## config.mk

```make
export PLATFORM = sky130hd
export DESIGN_NAME = fcm_front_flat
export DESIGN_NICKNAME = d
export VERILOG_FILES = /design/src/rtl/frontlight_color_mixer_defines.svh /design/src/rtl/fcm_pkg.sv /design/src/rtl/fcm_if.sv /design/src/rtl/fcm_front.sv /design/src/flat_wrapper.sv
export SDC_FILE = /design/constraint.sdc
export NUM_CORES = 1
export LEC_CHECK = 0
export ABC_AREA = 1
export BUFFER_PORTS_ARGS = -buffer_cell sky130_fd_sc_hd__buf_4
export CORE_UTILIZATION = 42
export DETAILED_ROUTE_END_ITERATION = 16
export PLACE_DENSITY = 0.72
export SYNTH_ARGS = -nofsm -noshare
export SYNTH_HDL_FRONTEND = slang
export SYNTH_SLANG_ARGS = --single-unit
```

## constraint.sdc

```tcl
create_clock -name clk -period 9.09 [get_ports clk]
set_input_delay 1.818 -clock clk [delete_from_list [all_inputs] [get_ports clk]]
set_output_delay 1.818 -clock clk [all_outputs]
set_load 0.01 [all_outputs]
```

## src/rtl/frontlight_color_mixer_defines.svh

```systemverilog
// Assertion macros shared by the frontlight color mixer RTL.
// Each macro expects clk and rst_n to be visible where it is used.
`ifndef FRONTLIGHT_COLOR_MIXER_DEFINES_SVH
`define FRONTLIGHT_COLOR_MIXER_DEFINES_SVH

// Check a condition in the same cycle as its trigger.
`define FCM_ASSERT_NOW(label, ante, cons) \
  label: assert property (@(posedge clk) disable iff (!rst_n) (ante) |-> (cons)) \
    else $error("frontlight color mixer check failed");

// Check a condition in the cycle after its trigger.
`define FCM_ASSERT_NEXT(label, ante, cons) \
  label: assert property (@(posedge clk) disable iff (!rst_n) (ante) |=> (cons)) \
    else $error("frontlight color mixer check failed");

`endif

```

## src/rtl/fcm_pkg.sv

```systemverilog
// Shared types, widths and constants of the frontlight color mixer.
// No dependencies; fcm_if, fcm_front, fcm_queue, fcm_back and the top level refer to it by scope.
`timescale 1ns / 1ps

package fcm_pkg;

  localparam int unsigned LEVEL_W    = 8;
  localparam int unsigned REQ_W      = 16;
  localparam int unsigned TEMP_W     = 9;   // signed temperature after inversion
  localparam int unsigned PROD_W     = 17;  // level times temperature span
  localparam int unsigned GAIN_W     = 19;  // fourth power of a channel gain
  localparam int unsigned RAD_W      = GAIN_W + PROD_W;
  localparam int unsigned ROOT2_W    = RAD_W / 2;
  localparam int unsigned ROOT4_W    = RAD_W / 4;
  localparam int unsigned CFG_ADDR_W = 5;
  localparam int unsigned CFG_DATA_W = 32;
  localparam int unsigned QUEUE_DEPTH_DEF = 4;

  localparam logic [GAIN_W-1:0]  W_SCALE4  = 19'd390625;  // 25^4
  localparam logic [GAIN_W-1:0]  R_SCALE4  = 19'd331776;  // 24^4
  localparam logic [ROOT4_W-1:0] W_BIAS    = 9'd25;
  localparam logic [ROOT4_W-1:0] G_BIAS    = 9'd65;
  localparam logic [LEVEL_W-1:0] LEVEL_CAP = 8'd255;

  // Light modes.
  localparam logic [1:0] MODE_OFF   = 2'd0;
  localparam logic [1:0] MODE_PLAIN = 2'd1;
  localparam logic [1:0] MODE_MIXER = 2'd2;
  localparam logic [1:0] MODE_RGB   = 2'd3;

  // Channels each mode may write.
  localparam logic [3:0] MASK_MIXER = 4'b1001;
  localparam logic [3:0] MASK_RGB   = 4'b0111;

  typedef enum logic [2:0] {
    REG_LIGHT_MODE      = 3'd0,
    REG_TEMP_INVERTED   = 3'd1,
    REG_CHANNEL_PRESENT = 3'd2,
    REG_LEVEL_MIN       = 3'd3,
    REG_LEVEL_MAX       = 3'd4,
    REG_TEMP_MIN        = 3'd5,
    REG_TEMP_MAX        = 3'd6
  } cfg_reg_t;

  typedef struct packed {
    logic [1:0]         light_mode;
    logic               temp_inverted;
    logic [3:0]         channel_present;
    logic [LEVEL_W-1:0] level_min;
    logic [LEVEL_W-1:0] level_max;
    logic [LEVEL_W-1:0] temp_min;
    logic [LEVEL_W-1:0] temp_max;
  } cfg_t;

  localparam cfg_t CFG_RESET = '{
    light_mode:      2'd0,
    temp_inverted:   1'b0,
    channel_present: 4'd0,
    level_min:       8'd0,
    level_max:       8'd100,
    temp_min:        8'd0,
    temp_max:        8'd10
  };

  // Classified request: clamped level and temperature after inversion.
  typedef struct packed {
    logic [LEVEL_W-1:0]        level;
    logic signed [TEMP_W-1:0]  temp;
  } item_t;

  typedef struct packed {
    logic push;
    logic pop;
    logic full;
    logic empty;
  } q_status_t;

endpackage

```

## src/rtl/fcm_if.sv

```systemverilog
// Valid/ready channel interfaces for the request and result sides.
// Depends on fcm_pkg for field widths.
`timescale 1ns / 1ps

interface fcm_in_if;
  logic                                valid;
  logic                                ready;
  logic signed [fcm_pkg::REQ_W-1:0]    level_request;
  logic signed [fcm_pkg::REQ_W-1:0]    temp_request;

  modport source (output valid, output level_request, output temp_request, input ready);
  modport sink   (input valid, input level_request, input temp_request, output ready);
endinterface


```

## src/rtl/fcm_front.sv

```systemverilog
// Front end: accepts requests, clamps level and temperature, applies inversion.
// Depends on fcm_pkg and fcm_in_if; feeds fcm_queue.
`timescale 1ns / 1ps

module fcm_front (
  input  logic               clk,
  input  logic               rst_n,
  input  fcm_pkg::cfg_t      cfg,
  fcm_in_if.sink             in_ch,
  input  fcm_pkg::q_status_t qs,
  output logic               push_req,
  output fcm_pkg::item_t     push_item
);

  logic                                front_v_r, front_v_nxt;
  fcm_pkg::item_t                      item_r, item_nxt;
  logic                                take;
  logic [fcm_pkg::LEVEL_W-1:0]         level_c;
  logic [fcm_pkg::LEVEL_W-1:0]         temp_c;
  logic signed [fcm_pkg::TEMP_W-1:0]   temp_s;

  // Upper bound first, then lower bound: the lower bound wins when crossed.
  function automatic logic [fcm_pkg::LEVEL_W-1:0] clamp_req(
    input logic signed [fcm_pkg::REQ_W-1:0] v,
    input logic [fcm_pkg::LEVEL_W-1:0]      lo,
    input logic [fcm_pkg::LEVEL_W-1:0]      hi
  );
    logic signed [fcm_pkg::REQ_W-1:0] lo_s;
    logic signed [fcm_pkg::REQ_W-1:0] hi_s;
    logic signed [fcm_pkg::REQ_W-1:0] c;
    lo_s = $signed({{(fcm_pkg::REQ_W-fcm_pkg::LEVEL_W){1'b0}}, lo});
    hi_s = $signed({{(fcm_pkg::REQ_W-fcm_pkg::LEVEL_W){1'b0}}, hi});
    c = v;
    if (c > hi_s) c = hi_s;
    if (c < lo_s) c = lo_s;
    return c[fcm_pkg::LEVEL_W-1:0];
  endfunction

  assign in_ch.ready = !front_v_r || !qs.full;
  assign take        = in_ch.valid && in_ch.ready;
  assign push_req    = front_v_r;
  assign push_item   = item_r;

  always_comb begin
    level_c = clamp_req(in_ch.level_request, cfg.level_min, cfg.level_max);
    temp_c  = clamp_req(in_ch.temp_request, cfg.temp_min, cfg.temp_max);
    if (cfg.temp_inverted) begin
      temp_s = $signed({1'b0, cfg.temp_max}) - $signed({1'b0, temp_c});
    end else begin
      temp_s = $signed({1'b0, temp_c});
    end

    front_v_nxt = front_v_r;
    item_nxt    = item_r;
    if (qs.push) front_v_nxt = 1'b0;
    if (take) begin
      front_v_nxt    = 1'b1;
      item_nxt.level = level_c;
      item_nxt.temp  = temp_s;
    end
  end

  always_ff @(posedge clk) begin
    if (!rst_n) begin
      front_v_r <= 1'b0;
    end else begin
      front_v_r <= front_v_nxt;
    end
  end

  always_ff @(posedge clk) begin
    item_r <= item_nxt;
  end

endmodule

```

## src/flat_wrapper.sv

```systemverilog
// flat-port wrapper written by rule: the top's interface ports become plain ports
module fcm_front_flat 
  (clk, rst_n, cfg, qs, push_req, push_item, in_ch_valid, in_ch_level_request, in_ch_temp_request, in_ch_ready);
  fcm_in_if in_ch_i ();
  input  logic clk;
  input  logic rst_n;
  input  fcm_pkg::cfg_t cfg;
  input  fcm_pkg::q_status_t qs;
  output logic push_req;
  output fcm_pkg::item_t push_item;
  input wire logic [$bits(in_ch_i.valid)-1:0] in_ch_valid;
  input wire logic [$bits(in_ch_i.level_request)-1:0] in_ch_level_request;
  input wire logic [$bits(in_ch_i.temp_request)-1:0] in_ch_temp_request;
  output wire logic [$bits(in_ch_i.ready)-1:0] in_ch_ready;
  assign in_ch_i.valid = in_ch_valid;
  assign in_ch_i.level_request = in_ch_level_request;
  assign in_ch_i.temp_request = in_ch_temp_request;
  assign in_ch_ready = in_ch_i.ready;
  fcm_front u_core (.clk(clk), .rst_n(rst_n), .cfg(cfg), .in_ch(in_ch_i), .qs(qs), .push_req(push_req), .push_item(push_item));
endmodule
```

# Word level (Yosys, flattened, before mapping)
# Cells that the tools add are included.
# classes
n_addsub	1
order_cmp	4
mux	7
reduce_logical	5
# ops
operator	n
$gt A16 B9 Y1	2
$lt A16 B9 Y1	2
$mux W16	2
$mux W8	3
$sub A8 B8 Y9	1
$logic_not A1 Y1	2
$mux W1	2
$reduce_bool A2 Y1	1
$logic_and A1 B1 Y1	1
$logic_or A1 B1 Y1	1
# word_totals
register_bits	18
word_cells	21

# Depth between registers and ports, before layout
# logic_depth
depth_word	6
ltp_mapped	36

# Worst setup path after synthesis
# No wires, ideal clock.
# synth_timing
path_type	input port to flip-flop
start	input port cfg[7] (netlist name)
end	register u_core.item_r, in the netlist u_core.push_item[7], data pin
setup_ns	0.253
arrival_time_ns	5.169
required_time_ns	8.837
slack_ns	3.668
stages	32
path_buffers	2
path_cell_list	inv_1 ha_1 nand2_2 inv_1 nand2_1 nand2_1 nor2_2 nand2_2 nand3_2 clkbuf_1 nand2_1 o21ai_0 ha_1 nand2_1 nor2_1 a211oi_1 nand2_2 nand2_4 buf_6 nand2_1 o21ai_0 ha_1 nand2_1 nor2_1 a211oi_1 nor2_1 nand3_1 nand2_1 nand2_1 nand3_1 nand3_1 nand2_1
# synth_via
elab_chain_cells	6
# synth_rtl
item	line_no	rtl
start: declaration	flat_wrapper.sv:7	input fcm_pkg::cfg_t cfg;
$gt A16 B9 Y1	fcm_front.sv:34	if (c > hi_s) c = hi_s;
$mux W16	fcm_front.sv:34	
$lt A16 B9 Y1	fcm_front.sv:35	if (c < lo_s) c = lo_s;
$mux W8	fcm_front.sv:35	
$sub A8 B8 Y9	fcm_front.sv:48	temp_s = $signed({1'b0, cfg.temp_max}) - $signed({1'b0, temp_c});
$mux W8 (*)	fcm_front.sv:47	if (cfg.temp_inverted) begin
via u_core.temp_s, one bit	fcm_front.sv:20	logic signed [fcm_pkg::TEMP_W-1:0] temp_s;
end signal: assignment	fcm_front.sv:72	item_r <= item_nxt;
end: declaration	fcm_front.sv:16	fcm_pkg::item_t item_r, item_nxt;
# The timed path passes the listed nets; every way through them passes the cells marked *.
# A chain may end at the register's enable or synchronous reset.

# Worst setup path in the final report
# layout_timing
start	input port cfg[1] (netlist name)
end	register u_core.item_r, in the netlist u_core.push_item[8], data pin
# layout_via
elab_chain_cells	5
# layout_rtl
item	line_no
$gt A16 B9 Y1	fcm_front.sv:34
$mux W16	fcm_front.sv:34
$lt A16 B9 Y1	fcm_front.sv:35
$mux W8	fcm_front.sv:35
$sub A8 B8 Y9 (*)	fcm_front.sv:48
# Mark *: on every way between the ends. The rest lies on a longest branch, timed or not.

==> flow_summary.toml <==
[cells_and_area]
final_common_cell = "buf_4"
fin_nets = 529
syn_to_final_growth_pct = 33.0
fin_cells = 483
drive_gt1_share_pct = 29.3
most-common-layout-cells = "buf_4, nand2_1, inv_1"
utilization_pct = 58.8
diodes = 0

[floorplanning]
core_region_area_um2 = 5170
dieWidth_um = 75.8
fp.dieH_um = 75.8
fp.dieArea_um2 = 5740
num_rows = 26
io_pins = 97
start_util_pct = 44.2

[synth]
synth_ff_type = "edfxtp_1"
ys_ff_latch = 18
synthesis.nets = 441
yosysSeqAreaShare_pct = 23.2
ys_warn_count = 0
avgSynthCellArea_um2 = 7.01
synth_edf_count = 17
netlist_area_um2 = 2290
synthArstFlopShare_pct = 0
synthDistinctLibCells = 36
syn_inst = 326

[global_route]
grt_first_pass_wirelength_um = 7730
antenna_found_initial = 0
grt_pass1_vias = 1936
grt.total_usage_pct = 16.9
gr-total-overflow = 0
grt_max_degree = 18

[outcome]
status = "finished, final reports clean"

[pwr]
p_int_mw = 0.201
combPwrFrac_pct = 47.6
power_frac_seq_pct = 34.5
p_switching_mw = 0.102
cellPowerDensity_nw_per_um2 = 99.6
swShare_pct = 33.8
ir_drop_uv = 56.8
fin_total_pwr_mw = 0.303
p_leak_nw = 1.67
p_clk_share_pct = 17.8

[timing]
finalSetupTns_ns = 0
fin_crit_ns = 5.73
finalHoldViolCount = 0
finalSetupViolations = 0
worst_pin_slew_ns = 0.587
skew_ns = 0.00103
slew_headroom_pct = 60.8
final.setup.worst_slack_ns = 3.36
fmax_ghz = 0.175
rsz0062_at_grt = "no"
fin_crit_sh_pct = 63.0
final_max_slew_viol_count = 0

[clock_network]
clockBufferDepth = 2
cts_sinks = 18
clk_pin_slew_ns = 0.06
post_cts_buffers = 0
clockRootBuffer = "clkbuf_8"
postCtsHoldBufs = 0
cts-resized-gates = 0
numCtsBuffers = 3
htree_levels = 1
cts_tree = "built"
clock_latency_ns = 0.24

[place]
hpwl_um = 4280
io_buffers = 88
numPlacedInstances = 479
place.gp.congestion = 0.868
place_ws_ns = 3.07

[route]
avgRoutedWirePerCell_um = 9.74
firstDrtPassIters = 4
vias = 2223
routed_wl_um = 4710
antenna_left = 0
drc = 0
drtIter0Drc = 75
viasPerCell = 4.60

[worst_setup_path]
cp_slowest_cell = "fa_1"
worst_path_most_repeated_cell = "nand2_1"
startpoint_type = "input port"
max_stage_delay_ns = 0.40
worstPathArrival_ns = 5.73
crit_type = "input port to flip-flop"
critPathMaxFanout = 15
end_kind = "flip-flop"
required_ns = 9.09

[worst_hold_path]
hold_class = "flip-flop to flip-flop"

[job]
maxCapViolations = 0
==> cell usage after synthesis, types with 2 or more instances <==
library cell,count,share of area (%)
o21ai_0,20,4.4
a21oi_2,8,3.1
o22ai_1,2,0.55
nand4_1,3,0.82
nand3_1,12,2.6
edfxtp_1,17,22
a211oi_1,2,0.66
inv_1,55,9.0
or2_1,3,0.82
nor4_1,2,0.55
nor2_1,23,3.8
nand2_2,8,2.2
o21ai_1,5,1.1
o21bai_1,2,0.66
nand2_4,2,0.99
nor2_2,4,1.1
nand3_2,2,0.88
a21oi_1,12,2.6
clkbuf_1,2,0.33
a31oi_1,3,0.82
nand2_1,86,14
inv_2,4,0.66
ha_1,36,20
==> registers in the layout (all words and copies together), names as in the netlist <==
signal,cells
u_core.push_item,17
u_core.push_req,1
==> final timing paths <==
check	start	end	slack [ns]	depth (start not counted)
setup / recovery	cfg[1]	u_core.push_item[8]$_SDFFCE_PN0P_	3.36	30
hold / removal	u_core.push_req$_SDFFE_PN0P_	u_core.push_req$_SDFFE_PN0P_	0.50	2
setup reg to reg	u_core.push_req$_SDFFE_PN0P_	u_core.push_item[8]$_SDFFCE_PN0P_	7.83	3
hold reg to reg	u_core.push_req$_SDFFE_PN0P_	u_core.push_req$_SDFFE_PN0P_	0.50	2
==> routing by layer <==
layer | up-vias | track usage [%] | share of wire [%]
met3 | 4 | 0.529 | 3.7
met5 | - | 0 | 0
li1 | 1232 | - | -
met4 | 0 | 4.32 | 0.85
met2 | 47 | 28.9 | 47
met1 | 940 | 23.5 | 49
==> worst max-delay path, delay by kind of cell <==
family	cells	cell delay, ns
AO/OA/AOI/OAI	5	0.95
adder cells (fa/ha/maj)	4	1.25
buffers and inverters	3	0.25
AND/OR/NAND/NOR	18	1.46
==> kinds of logic after synthesis <==
logic type / share of synthesized area [%]
AND/OR/NAND/NOR: 28.5
AO/OA/AOI/OAI: 15.8
flip-flops: 23.2
adder cells (fa/ha/maj): 20.6
buffers and inverters: 11.5
XOR/XNOR: 0.383
==> final cells by class <==
class,count,area [µm²]
inverters,60,225
repair buffers,88,661
well taps,70,87.6
flip-flops and latches,18,531
multi-input cells,243,1490
fillers,509,2130
clock buffers,4,45.0
==> power by group through the flow <==
stage / Sequential [mW] / Clock (mW) / Combinational, mW
after floorplan: 0.111 / 0 / 0.0886
after global placement: 0.106 / 0 / 0.141
after detailed placement: 0.106 / 0 / 0.145
after CTS: 0.105 / 0.0555 / 0.146
after global routing: 0.106 / 0.0571 / 0.166
final: 0.105 / 0.0540 / 0.144
==> per-stage QoR <==
stage	cell area, µm²	hold slack (ns)
global route	3040	0.543
detailed placement	3000	0.492
CTS	3040	0.501
finish	3040	0.501
global placement	3000	0.480
floorplan	2290	0.506
(Power assumes the default switching activity.)
