===== src/rtl/frontlight_color_mixer_defines.svh =====
// Assertion macros shared by the frontlight color mixer RTL.
// Each macro expects clk and rst_n to be visible where it is used.
`ifndef FRONTLIGHT_COLOR_MIXER_DEFINES_SVH
`define FRONTLIGHT_COLOR_MIXER_DEFINES_SVH

// Check a condition in the same cycle as its trigger.
`define FCM_ASSERT_NOW(label, ante, cons) \
  label: assert property (@(posedge clk) disable iff (!rst_n) (ante) |-> (cons)) \
    else $error("frontlight color mixer check failed");

// Check a condition in the cycle after its trigger.
`define FCM_ASSERT_NEXT(label, ante, cons) \
  label: assert property (@(posedge clk) disable iff (!rst_n) (ante) |=> (cons)) \
    else $error("frontlight color mixer check failed");

`endif


===== src/rtl/fcm_pkg.sv =====
// Shared types, widths and constants of the frontlight color mixer.
// No dependencies; fcm_if, fcm_front, fcm_queue, fcm_back and the top level refer to it by scope.
`timescale 1ns / 1ps

package fcm_pkg;

  localparam int unsigned LEVEL_W    = 8;
  localparam int unsigned REQ_W      = 16;
  localparam int unsigned TEMP_W     = 9;   // signed temperature after inversion
  localparam int unsigned PROD_W     = 17;  // level times temperature span
  localparam int unsigned GAIN_W     = 19;  // fourth power of a channel gain
  localparam int unsigned RAD_W      = GAIN_W + PROD_W;
  localparam int unsigned ROOT2_W    = RAD_W / 2;
  localparam int unsigned ROOT4_W    = RAD_W / 4;
  localparam int unsigned CFG_ADDR_W = 5;
  localparam int unsigned CFG_DATA_W = 32;
  localparam int unsigned QUEUE_DEPTH_DEF = 4;

  localparam logic [GAIN_W-1:0]  W_SCALE4  = 19'd390625;  // 25^4
  localparam logic [GAIN_W-1:0]  R_SCALE4  = 19'd331776;  // 24^4
  localparam logic [ROOT4_W-1:0] W_BIAS    = 9'd25;
  localparam logic [ROOT4_W-1:0] G_BIAS    = 9'd65;
  localparam logic [LEVEL_W-1:0] LEVEL_CAP = 8'd255;

  // Light modes.
  localparam logic [1:0] MODE_OFF   = 2'd0;
  localparam logic [1:0] MODE_PLAIN = 2'd1;
  localparam logic [1:0] MODE_MIXER = 2'd2;
  localparam logic [1:0] MODE_RGB   = 2'd3;

  // Channels each mode may write.
  localparam logic [3:0] MASK_MIXER = 4'b1001;
  localparam logic [3:0] MASK_RGB   = 4'b0111;

  typedef enum logic [2:0] {
    REG_LIGHT_MODE      = 3'd0,
    REG_TEMP_INVERTED   = 3'd1,
    REG_CHANNEL_PRESENT = 3'd2,
    REG_LEVEL_MIN       = 3'd3,
    REG_LEVEL_MAX       = 3'd4,
    REG_TEMP_MIN        = 3'd5,
    REG_TEMP_MAX        = 3'd6
  } cfg_reg_t;

  typedef struct packed {
    logic [1:0]         light_mode;
    logic               temp_inverted;
    logic [3:0]         channel_present;
    logic [LEVEL_W-1:0] level_min;
    logic [LEVEL_W-1:0] level_max;
    logic [LEVEL_W-1:0] temp_min;
    logic [LEVEL_W-1:0] temp_max;
  } cfg_t;

  localparam cfg_t CFG_RESET = '{
    light_mode:      2'd0,
    temp_inverted:   1'b0,
    channel_present: 4'd0,
    level_min:       8'd0,
    level_max:       8'd100,
    temp_min:        8'd0,
    temp_max:        8'd10
  };

  // Classified request: clamped level and temperature after inversion.
  typedef struct packed {
    logic [LEVEL_W-1:0]        level;
    logic signed [TEMP_W-1:0]  temp;
  } item_t;

  typedef struct packed {
    logic push;
    logic pop;
    logic full;
    logic empty;
  } q_status_t;

endpackage


===== src/rtl/fcm_queue.sv =====
// Small register FIFO between the front end and the back end.
// Depends on fcm_pkg.
`timescale 1ns / 1ps

module fcm_queue #(
  parameter int unsigned DEPTH = fcm_pkg::QUEUE_DEPTH_DEF
) (
  input  logic               clk,
  input  logic               rst_n,
  input  logic               push_req,
  input  fcm_pkg::item_t     push_item,
  input  logic               pop_req,
  output fcm_pkg::item_t     head_item,
  output fcm_pkg::q_status_t status
);

  localparam int unsigned PTR_W = (DEPTH > 1) ? $clog2(DEPTH) : 1;
  localparam int unsigned CNT_W = $clog2(DEPTH + 1);
  localparam logic [PTR_W-1:0] LAST_PTR = PTR_W'(DEPTH - 1);
  localparam logic [CNT_W-1:0] FULL_CNT = CNT_W'(DEPTH);

  fcm_pkg::item_t   mem_r [DEPTH];
  logic [PTR_W-1:0] wr_ptr_r, wr_ptr_nxt;
  logic [PTR_W-1:0] rd_ptr_r, rd_ptr_nxt;
  logic [CNT_W-1:0] count_r, count_nxt;
  logic             full, empty, push, pop;

  assign full  = (count_r == FULL_CNT);
  assign empty = (count_r == '0);
  assign push  = push_req && !full;
  assign pop   = pop_req && !empty;

  assign head_item = mem_r[rd_ptr_r];
  assign status    = '{push: push, pop: pop, full: full, empty: empty};

  always_comb begin
    wr_ptr_nxt = wr_ptr_r;
    rd_ptr_nxt = rd_ptr_r;
    if (push) wr_ptr_nxt = (wr_ptr_r == LAST_PTR) ? '0 : wr_ptr_r + 1'b1;
    if (pop)  rd_ptr_nxt = (rd_ptr_r == LAST_PTR) ? '0 : rd_ptr_r + 1'b1;
    count_nxt = count_r + CNT_W'(push) - CNT_W'(pop);
  end

  always_ff @(posedge clk) begin
    if (!rst_n) begin
      wr_ptr_r <= '0;
      rd_ptr_r <= '0;
      count_r  <= '0;
    end else begin
      wr_ptr_r <= wr_ptr_nxt;
      rd_ptr_r <= rd_ptr_nxt;
      count_r  <= count_nxt;
    end
  end

  always_ff @(posedge clk) begin
    if (push) mem_r[wr_ptr_r] <= push_item;
  end

endmodule


===== config.mk =====
export PLATFORM = sky130hd
export DESIGN_NAME = fcm_queue
export DESIGN_NICKNAME = d
export VERILOG_FILES = /design/src/rtl/frontlight_color_mixer_defines.svh /design/src/rtl/fcm_pkg.sv /design/src/rtl/fcm_queue.sv
export SDC_FILE = /design/constraint.sdc
export NUM_CORES = 1
export LEC_CHECK = 0
export BUFFER_PORTS_ARGS = -buffer_cell sky130_fd_sc_hd__buf_2
export CELL_PAD_IN_SITES_DETAIL_PLACEMENT = 1
export CELL_PAD_IN_SITES_GLOBAL_PLACEMENT = 2
export CORE_ASPECT_RATIO = 1.1
export CORE_MARGIN = 2
export CORE_UTILIZATION = 38
export DETAILED_ROUTE_END_ITERATION = 10
export PLACE_DENSITY_LB_ADDON = 0.25
export SLEW_MARGIN = 10
export SYNTH_ARGS = -nofsm -noshare
export SYNTH_HDL_FRONTEND = slang
export SYNTH_SLANG_ARGS = --single-unit

===== constraint.sdc =====
create_clock -name clk -period 2.2 [get_ports clk]
set_clock_uncertainty 0.2 [all_clocks]
set_input_delay 0.33 -clock clk [delete_from_list [all_inputs] [get_ports clk]]
set_output_delay 0.33 -clock clk [all_outputs]
set_load 0.005 [all_outputs]

# After elaboration in Yosys (flattened, before gate mapping)
# Memory sizes are Yosys's and may differ from the RTL's. A register that Yosys moved wholly into a read port is not among the register bits.
# Index checks and enable logic that the tools add are counted.
[totals] output_inout_bits=21 input_bits=21 ram_bits=68 ff_bits=7 elab_cells=22 n_memories=1
[mem_list] name="mem_r" words=4 word_bits=17 read_ports=1 rd_ports_with_merged_regs=1 write_ports=1 line_no="fcm_queue.sv:22" source="fcm_pkg::item_t mem_r [DEPTH];"
[classes] n_reduce_logical=5 mux=6 n_eq_ne=3 n_addsub=4
[ops] operator="2-bit 2-to-1 mux" count=4
[ops] operator="2-bit by 1-bit adder with 2-bit output, second input constant" count=2
[ops] operator="2-bit == test, second input constant" count=2
[ops] operator="3-bit by 1-bit adder with 3-bit output" count=1
[ops] operator="3-bit == test, second input constant" count=1
[ops] operator="3-bit zero test" count=1
[ops] operator="3-bit by 1-bit subtractor with 3-bit output" count=1
[ops] operator="1-bit logical AND" count=2
[ops] operator="1-bit zero test" count=2
[ops] operator="1-bit 2-to-1 mux" count=2

# Logic depth before layout (Yosys ltp)
# Gate-level depths: netlist of the first run.
[depth] word_depth=5 mapped_depth=11 depth_no_buf=10

# Least setup slack after synthesis of the first run
# No wires, ideal clock.
[synth_path] path_kind="reg-to-reg" startpoint="register count_r[1]" endpoint="register count_r[2]" path_slack_ps=-192 setup_time_ps=115 synth_period_minus_slack_ps=2392 arrival_time_ps=2077 required_ps=1885 path_buffers=0 stages_incl_launch_ff=10 cell_sequence="dfxtp_1 -> o31ai_1 -> inv_1 -> ha_1 -> inv_1 -> ha_1 -> fa_1 -> xnor2_1 -> xnor2_1 -> and2_1"
[synth_via] elab_cells_between_ends=8 classes_between="2 x add/sub; 1 x eq/ne; 5 x reduce/logical"
[synth_lines] item="start, declared" line_no="fcm_queue.sv:25" source="logic [CNT_W-1:0] count_r, count_nxt;"
[synth_lines] item="start signal, assigned" line_no="fcm_queue.sv:52" source="count_r <= count_nxt;"
[synth_lines] item="3-bit zero test" line_no="fcm_queue.sv:29" source="assign empty = (count_r == '0);"
[synth_lines] item="1-bit zero test" line_no="fcm_queue.sv:31" source="assign pop = pop_req && !empty;"
[synth_lines] item="1-bit logical AND" line_no="fcm_queue.sv:31"
[synth_lines] item="net pop" line_no="fcm_queue.sv:26" source="logic full, empty, push, pop;"
[synth_lines] item="3-bit by 1-bit subtractor with 3-bit output" line_no="fcm_queue.sv:41" source="count_nxt = count_r + CNT_W'(push) - CNT_W'(pop);"
# The timed path passes the listed nets, and every way through them passes these cells.
# A chain may end at the register's enable or synchronous reset.

# Worst setup path in the final report of the first run
[layout_path] startpoint="register count_r[1]" endpoint="register count_r[2]"
[layout_via] elab_chain_len=5 elab_cells_between_ends=8 classes_between="2 x add/sub; 1 x eq/ne; 5 x reduce/logical"
[layout_lines] item="3-bit == test" line_no="fcm_queue.sv:28" source="assign full = (count_r == FULL_CNT);"
[layout_lines] item="1-bit zero test" line_no="fcm_queue.sv:30" source="assign push = push_req && !full;"
[layout_lines] item="1-bit logical AND" line_no="fcm_queue.sv:30"
[layout_lines] item="3-bit by 1-bit adder with 3-bit output" line_no="fcm_queue.sv:41"
[layout_lines] item="3-bit by 1-bit subtractor with 3-bit output *" line_no="fcm_queue.sv:41"
# Mark *: on every way between the ends. The rest lies on a longest branch, timed or not.

==> metrics.txt, run 1 <==
final worst slack -51.9 ps; delay-heaviest family, CP adder cells; layout cells sized above 1 45.1%; average cell area after synthesis just over 20 um^2; IO Pins between 40 and 50; worst r2r dst count_r[2]$_SDFF_PN0_; Synth area leaders edfxtp_1 68%, mux4_2 7.5%, mux4_1 6.1%; final hold vios 0; synthesized net count around 180; initial cell density of the core 38.6%; Die H roughly 97 um; wire per inst between 15 and 20 um; CP Buf/Inv Count 2; DR iter-0 viols 60; main combinational cell family by area after synthesis multiplexers; Sink Count 77; Yosys reg bits 77; worst min path class in2reg; post-synth top area share 67.9%; sequential area share after synthesis approximately 74%; RSZ-0062 raised after global routing true; placed cell areas around 3400 um^2; Vias/cell roughly 4.7; vias in the first global route between 1,500 and 2,000; final period utilization 102%; final instance area ~3800 um^2; min Tclk post-route approximately 2300 ps; Detailed Route WL roughly 5800 um; Antenna Nets Post-Route 0; Synth Area in Compound Gates 0.582%; DPL Wire Length a little under 4000 um; origin of the critical flop-to-flop path count_r[1]$_SDFF_PN0_; fmax 0.444 GHz; post-synthesis mux area share around 14%; GRT overflow 0; Cell Rows 34; initial antenna violation count 0; Place WS -148 ps; Synth Cell Area between 3000 and 4000 um^2; largest net degree at the start of global routing 18; H-tree depth 3; crit path launch count_r[1]$_SDFF_PN0_; Leakage 0.00139 uW; die width slightly below 90 um; FF-to-FF path depth 9; P per Cell Area between 1000 and 1500 nW/um^2; IO Port Bufs 41; post-synthesis xor/xnor area fraction less than 1%; crit-path cells o31ai_4 -> inv_2 -> ha_4 -> inv_2 -> ha_4 -> fa_2 -> xnor2_2 -> xnor2_1 -> and2_1; Critical Path Start Type flip-flop; WP data required between 2000 and 2500 ps; Floorplan Core Area slightly below 8000 um^2; DR pass1 iterations 4; Worst Path Arrival around 2300 ps; crit-path max cell delay approximately 360 ps; GRT Total Usage 14.7%; CP endpoint kind flip-flop; Netlist cell types 23; DP Cell Count about 300; GPL Wtd Cong a little under 0.7; Inserted Diodes 0; max_slew headroom between 80% and 90%; CP max FO 3; Simple-Gate Fraction of Synth Area ~3.6%; failing checks setup timing; Final Instance Count excl. Fillers between 300 and 400; die area 8640 um^2; clk buf depth 2; area delta synth->final 27.8%; outcome complete, but fails checks; TritonCTS Buffers 9; Slowest-stage cell, CP dfxtp_2; final setup fails 1; Mapped Cells approximately 150; Yosys Warn Count 0; Worst Max-Slew Pin Slew 269 ps; Final #Nets roughly 250; Yosys top cell by area edfxtp_1; r2r setup slk -50 ps; TNS Setup -51.9 ps; worst vdd ir ~0.51 mV; # fillers 755; root buf cell clkbuf_8; total number of vias around 1,600; Max Cap Viol 0; Worst path depth 9; CP Class reg2reg; Clock transition at path regs about 80 ps; crit path to count_r[2]$_SDFF_PN0_; Clock Latency Late Sink about 340 ps; first-pass GRT wire length around 9200 um; Post-Synth Adder-Cell Area ~3.6%; Final Max Slew Viols 0; CTS tree done; DRC 0
synth_stat cells:
| master | count |
|---|---|
| and2_1 | 7 |
| edfxtp_1 | 68 |
| buf_6 | 1 |
| nor2_1 | 2 |
| nor3_1 | 1 |
| buf_12 | 1 |
| nor2b_1 | 1 |
| inv_1 | 7 |
| mux2i_1 | 2 |
| fa_1 | 1 |
| nand2_1 | 6 |
| clkbuf_1 | 1 |
| nor3b_2 | 1 |
| buf_2 | 3 |
| buf_4 | 4 |
| mux4_2 | 10 |
| nand3_1 | 2 |
| o31ai_1 | 1 |
| o21ai_0 | 2 |
| xnor2_1 | 2 |
| mux4_1 | 7 |
| ha_1 | 7 |
| dfxtp_1 | 9 |
stage by stage:
| step | util (%) | hold slack (ps) | total power [uW] |
|---|---|---|---|
| 6_report | 49.4 | 8.11 | 4030 |
| 5_1_grt | 49.4 | 11.2 | 4240 |
| 4_1_cts | 49.1 | 0.244 | 4090 |
| 3_5_place_dp | 43.7 | 301 | 2870 |
| 3_3_place_gp | 43.7 | 286 | 2790 |
| 2_1_floorplan | - | 229 | 2500 |
cell families after synthesis:
family                     after synthesis
DFF                                     77
and+or+nand+nor                         20
muxes                                   19
buffers and inverters                   17
adders and majority gates                8
AOI/OAI and AO/OA                        3
xor gates and xnor gates                 2
layout make-up:
| cell class | count | area (um^2) | area share [%] |
|---|---|---|---|
| clock buffers | 9 | 124 | 3.22 |
| clock inverters | 7 | 75.1 | 1.95 |
| repair buffers | 72 | 514 | 13.4 |
| well taps | 108 | 135 | 3.51 |
| multi-input cells | 52 | 737 | 19.2 |
| inverters | 7 | 26.3 | 0.683 |
| flip-flops and latches | 77 | 2230 | 58.1 |
what timing repair did:
item	4_1_cts	5_1_grt
resized for setup	12	7
hold buffers	12	0
endpoints found under the hold margin	43	0
pin swaps	5	4
setup endpoints to repair	4	14
cloned	1	0
buffers inserted	3	1
how the worst min path moves through the flow:
| stage | depth (start not counted) | to | slack [ps] | from |
|---|---|---|---|---|
| floorplan | 0 | mem_r[0][0]$_DFFE_PP_ | 230 | push_item[0] |
| global placement | 2 | wr_ptr_r[1]$_SDFFE_PN0P_ | 290 | wr_ptr_r[1]$_SDFFE_PN0P_ |
| detailed placement | 2 | wr_ptr_r[1]$_SDFFE_PN0P_ | 300 | wr_ptr_r[1]$_SDFFE_PN0P_ |
| CTS | 1 | mem_r[1][5]$_DFFE_PP_ | 0.2 | push_item[5] |
| global route | 1 | mem_r[3][5]$_DFFE_PP_ | 10 | push_item[5] |
| finish | 1 | mem_r[2][6]$_DFFE_PP_ | 8 | push_item[6] |
metal layers:
metal  track usage [%]  vias up  share of wire, %
met3              3.31       13               3.0
met1              18.1      805                41
li1                  -      716                 -
met5                 0        -                 0
met4              6.41        0               2.1
met2              24.5       33                54
sequential cells by signal, summed over array words and instances, names as in the netlist, named ones only:
signal	count
count_r	3
wr_ptr_r	2
mem_r	68
rd_ptr_r	2
where the power goes:
part           internal [uW]  switching, uW  leakage (uW)
logic                    616            467      0.000596
registers               1790            100      0.000699
clock network            527            527     0.0000918
cell usage in the layout, fill, tap and decap left out, types with 3 or more instances in the layout:
cell type       n
and2_1          7
buf_2          40
buf_4          15
buf_6           3
clkbuf_8        9
clkinvlp_4      3
dfxtp_1         4
dfxtp_2         3
dlygate4sd3_1  12
edfxtp_1       68
ha_1            5
inv_1           4
inv_2           3
mux4_1          7
mux4_2         10
nand2_1         6
No activity file was read; power rests on OpenSTA's default activity.
==> inputs of run 2 (changes only) <==
--- a/config.mk
+++ b/config.mk
@@ -6,11 +6,9 @@
 export NUM_CORES = 1
 export LEC_CHECK = 0
 export BUFFER_PORTS_ARGS = -buffer_cell sky130_fd_sc_hd__buf_2
-export CELL_PAD_IN_SITES_DETAIL_PLACEMENT = 1
-export CELL_PAD_IN_SITES_GLOBAL_PLACEMENT = 2
 export CORE_ASPECT_RATIO = 1.1
 export CORE_MARGIN = 2
-export CORE_UTILIZATION = 38
+export CORE_UTILIZATION = 51
 export DETAILED_ROUTE_END_ITERATION = 10
 export PLACE_DENSITY_LB_ADDON = 0.25
 export SLEW_MARGIN = 10
==> run 2 against run 1 <==
Against the previous run:
- the run still ends with setup timing left
- clock power rose by 17%
- largest cell class unchanged
- critical path depth rose by 1
- final cell count fell by 11%
- global-route usage rose by 2.5 points
==> metrics.txt, run 2 (synthesis gave the netlist of run 1 again) <==
Floorplan Core Area approximately 5700 um^2; fmax around 0.43 GHz; clk buf depth 2; total number of vias approximately 1,500; failing checks setup timing; P per Cell Area roughly 1100 nW/um^2; vias in the first global route around 1,600; Vias/cell a little over 5; CTS tree done; most used cell, CP inv_1; Internal 3110 uW; die width roughly 77 um; top flop regs mem_r: 68 flops, count_r: 3 flops; final worst slack -109 ps; Sink Count 77; Antenna Nets Post-Route 0; DR iter-0 viols 46; max reg flops 68; Clock transition at path regs 80 ps; area delta synth->final 25.7%; Leakage 0.00139 uW; Clock Latency Late Sink about 340 ps; most frequent cells in the layout 68 x edfxtp_1, 41 x buf_2, 14 x dlygate4sd3_1; clock network fraction of total power between 20% and 30%; CP max FO 3; total power 4120 uW; Sequential cell area 2230 um^2; Cell Rows 29; die area 6530 um^2; GRT overflow 0; Max Cap Viol 0; crit-path cells nor3b_4 -> nor2b_2 -> inv_1 -> ha_1 -> inv_1 -> ha_2 -> fa_2 -> xnor2_2 -> xnor2_1 -> and2_1; Net Sw Power about 1000 uW; Detailed Route WL just over 5000 um; worst min path class in2reg; outcome complete, but fails checks; IO Port Bufs 41; delay-heaviest family, CP adder cells; Seq pwr share 46.1%; H-tree depth 3; CP Class reg2reg; largest register by flop count mem_r; final period utilization 105%; CP Buf/Inv Count 2; final hold vios 0; largest net degree at the start of global routing 18; wire per inst around 17 um; initial cell density of the core 52.5%; TNS Setup -109 ps; layout cells sized above 1 a little over two fifths; max_slew headroom 82.4%; Worst Path Arrival about 2300 ps; Die H 84.5 um; Final Max Slew Viols 0; TritonCTS Buffers 9; final setup fails 1; DR pass1 iterations 4; crit-path max cell delay 370 ps; first-pass GRT wire length between 8000 and 9000 um; GPL Wtd Cong 0.643; switching share of power between 20% and 30%; DRC 0; WP data required approximately 2200 ps; Worst Max-Slew Pin Slew 265 ps; power share of the combinational group a little under a quarter; Multi-input gate area roughly 710 um^2; CP endpoint kind flip-flop; # fillers 425; root buf cell clkbuf_8; Final #Nets roughly 240; Inserted Diodes 0; min Tclk post-route around 2300 ps; RSZ-0062 raised after global routing true; GRT Total Usage 17.3%; Slowest-stage cell, CP dfxtp_4; initial antenna violation count 0; Critical Path Start Type flip-flop; commonest non-fill, non-tap cell in the layout edfxtp_1; IO Pins between 40 and 50; worst vdd ir roughly 0.56 mV; DPL Wire Length between 3000 and 4000 um
## run 2: changes by cell type in the layout (fill, tap and decap cells not counted), sizes merged
| cell | delta |
|---|---|
| buf | -7 |
| bufinv | +2 |
| clkbuf | +1 |
| clkinv | +2 |
| clkinvlp | -3 |
| dlygate4sd3 | +2 |
| inv | -1 |
## run 2: worst paths after layout
| kind | startpoint | slack (ps) | cells after the start | endpoint |
|---|---|---|---|---|
| setup / recovery | count_r[2]$_SDFF_PN0_ | -110 | 10 | count_r[2]$_SDFF_PN0_ |
| hold / removal | push_item[11] | 20 | 1 | mem_r[3][11]$_DFFE_PP_ |
| setup reg to reg | count_r[2]$_SDFF_PN0_ | -110 | 10 | count_r[2]$_SDFF_PN0_ |
| hold reg to reg | wr_ptr_r[1]$_SDFFE_PN0P_ | 310 | 2 | wr_ptr_r[1]$_SDFFE_PN0P_ |
## run 2: worst reg2reg max path: cells and delay by family, from the launching register on
kind	cells	cell delay, ps
xor+xnor	2	260
fa+ha+maj	3	800
buf+inv	2	120
flops	1	370
simple gates	3	460
## run 2: area by class of cell
class                   instances  area share (%)
flip-flops and latches         77            59.1
multi-input cells              52            18.9
clock buffers                   9            3.28
repair buffers                 68            12.5
inverters                       7           0.695
well taps                      77            2.55
clock inverters                 7            3.01
## run 2: power groups by stage
stage	Sequential, uW	Clock [uW]	Combinational (uW)
floorplan	1870	0	622
global placement	1880	0	843
detailed placement	1900	0	887
CTS	1880	1260	934
global route	1920	1330	1080
finish	1900	1230	990
## run 2: routing by layer
layer  part of all wire, %  global-route usage, %  vias up
met4                   1.0                   5.84        0
met5                     0                      0        -
li1                      -                      -      707
met3                   3.6                   5.91        5
met1                    41                   19.7      750
met2                    54                   30.4       38
## run 2: timing repair
action | in CTS | in global routing
setup buffers | 2 | 0
cloned | 0 | 1
gates resized for setup | 5 | 10
hold buffers | 13 | 1
endpoints found under the setup margin | 4 | 6
pin swaps | 0 | 0
endpoints found under the hold margin | 48 | 2
## run 2: through the flow
| stage | cells | utilization (%) | cell area (um^2) | hold slack (ps) | worst slack, ps |
|---|---|---|---|---|---|
| floorplan | 146 | - | 3030 | 229 | -68.3 |
| finish | 297 | 65.9 | 3780 | 18.9 | -109 |
| detailed placement | 264 | 57.9 | 3320 | 308 | -173 |
| global route | 297 | 65.9 | 3780 | 4.76 | -156 |
| CTS | 295 | 64.8 | 3720 | 0.857 | -112 |
| global placement | 264 | 57.9 | 3320 | 277 | 10.7 |
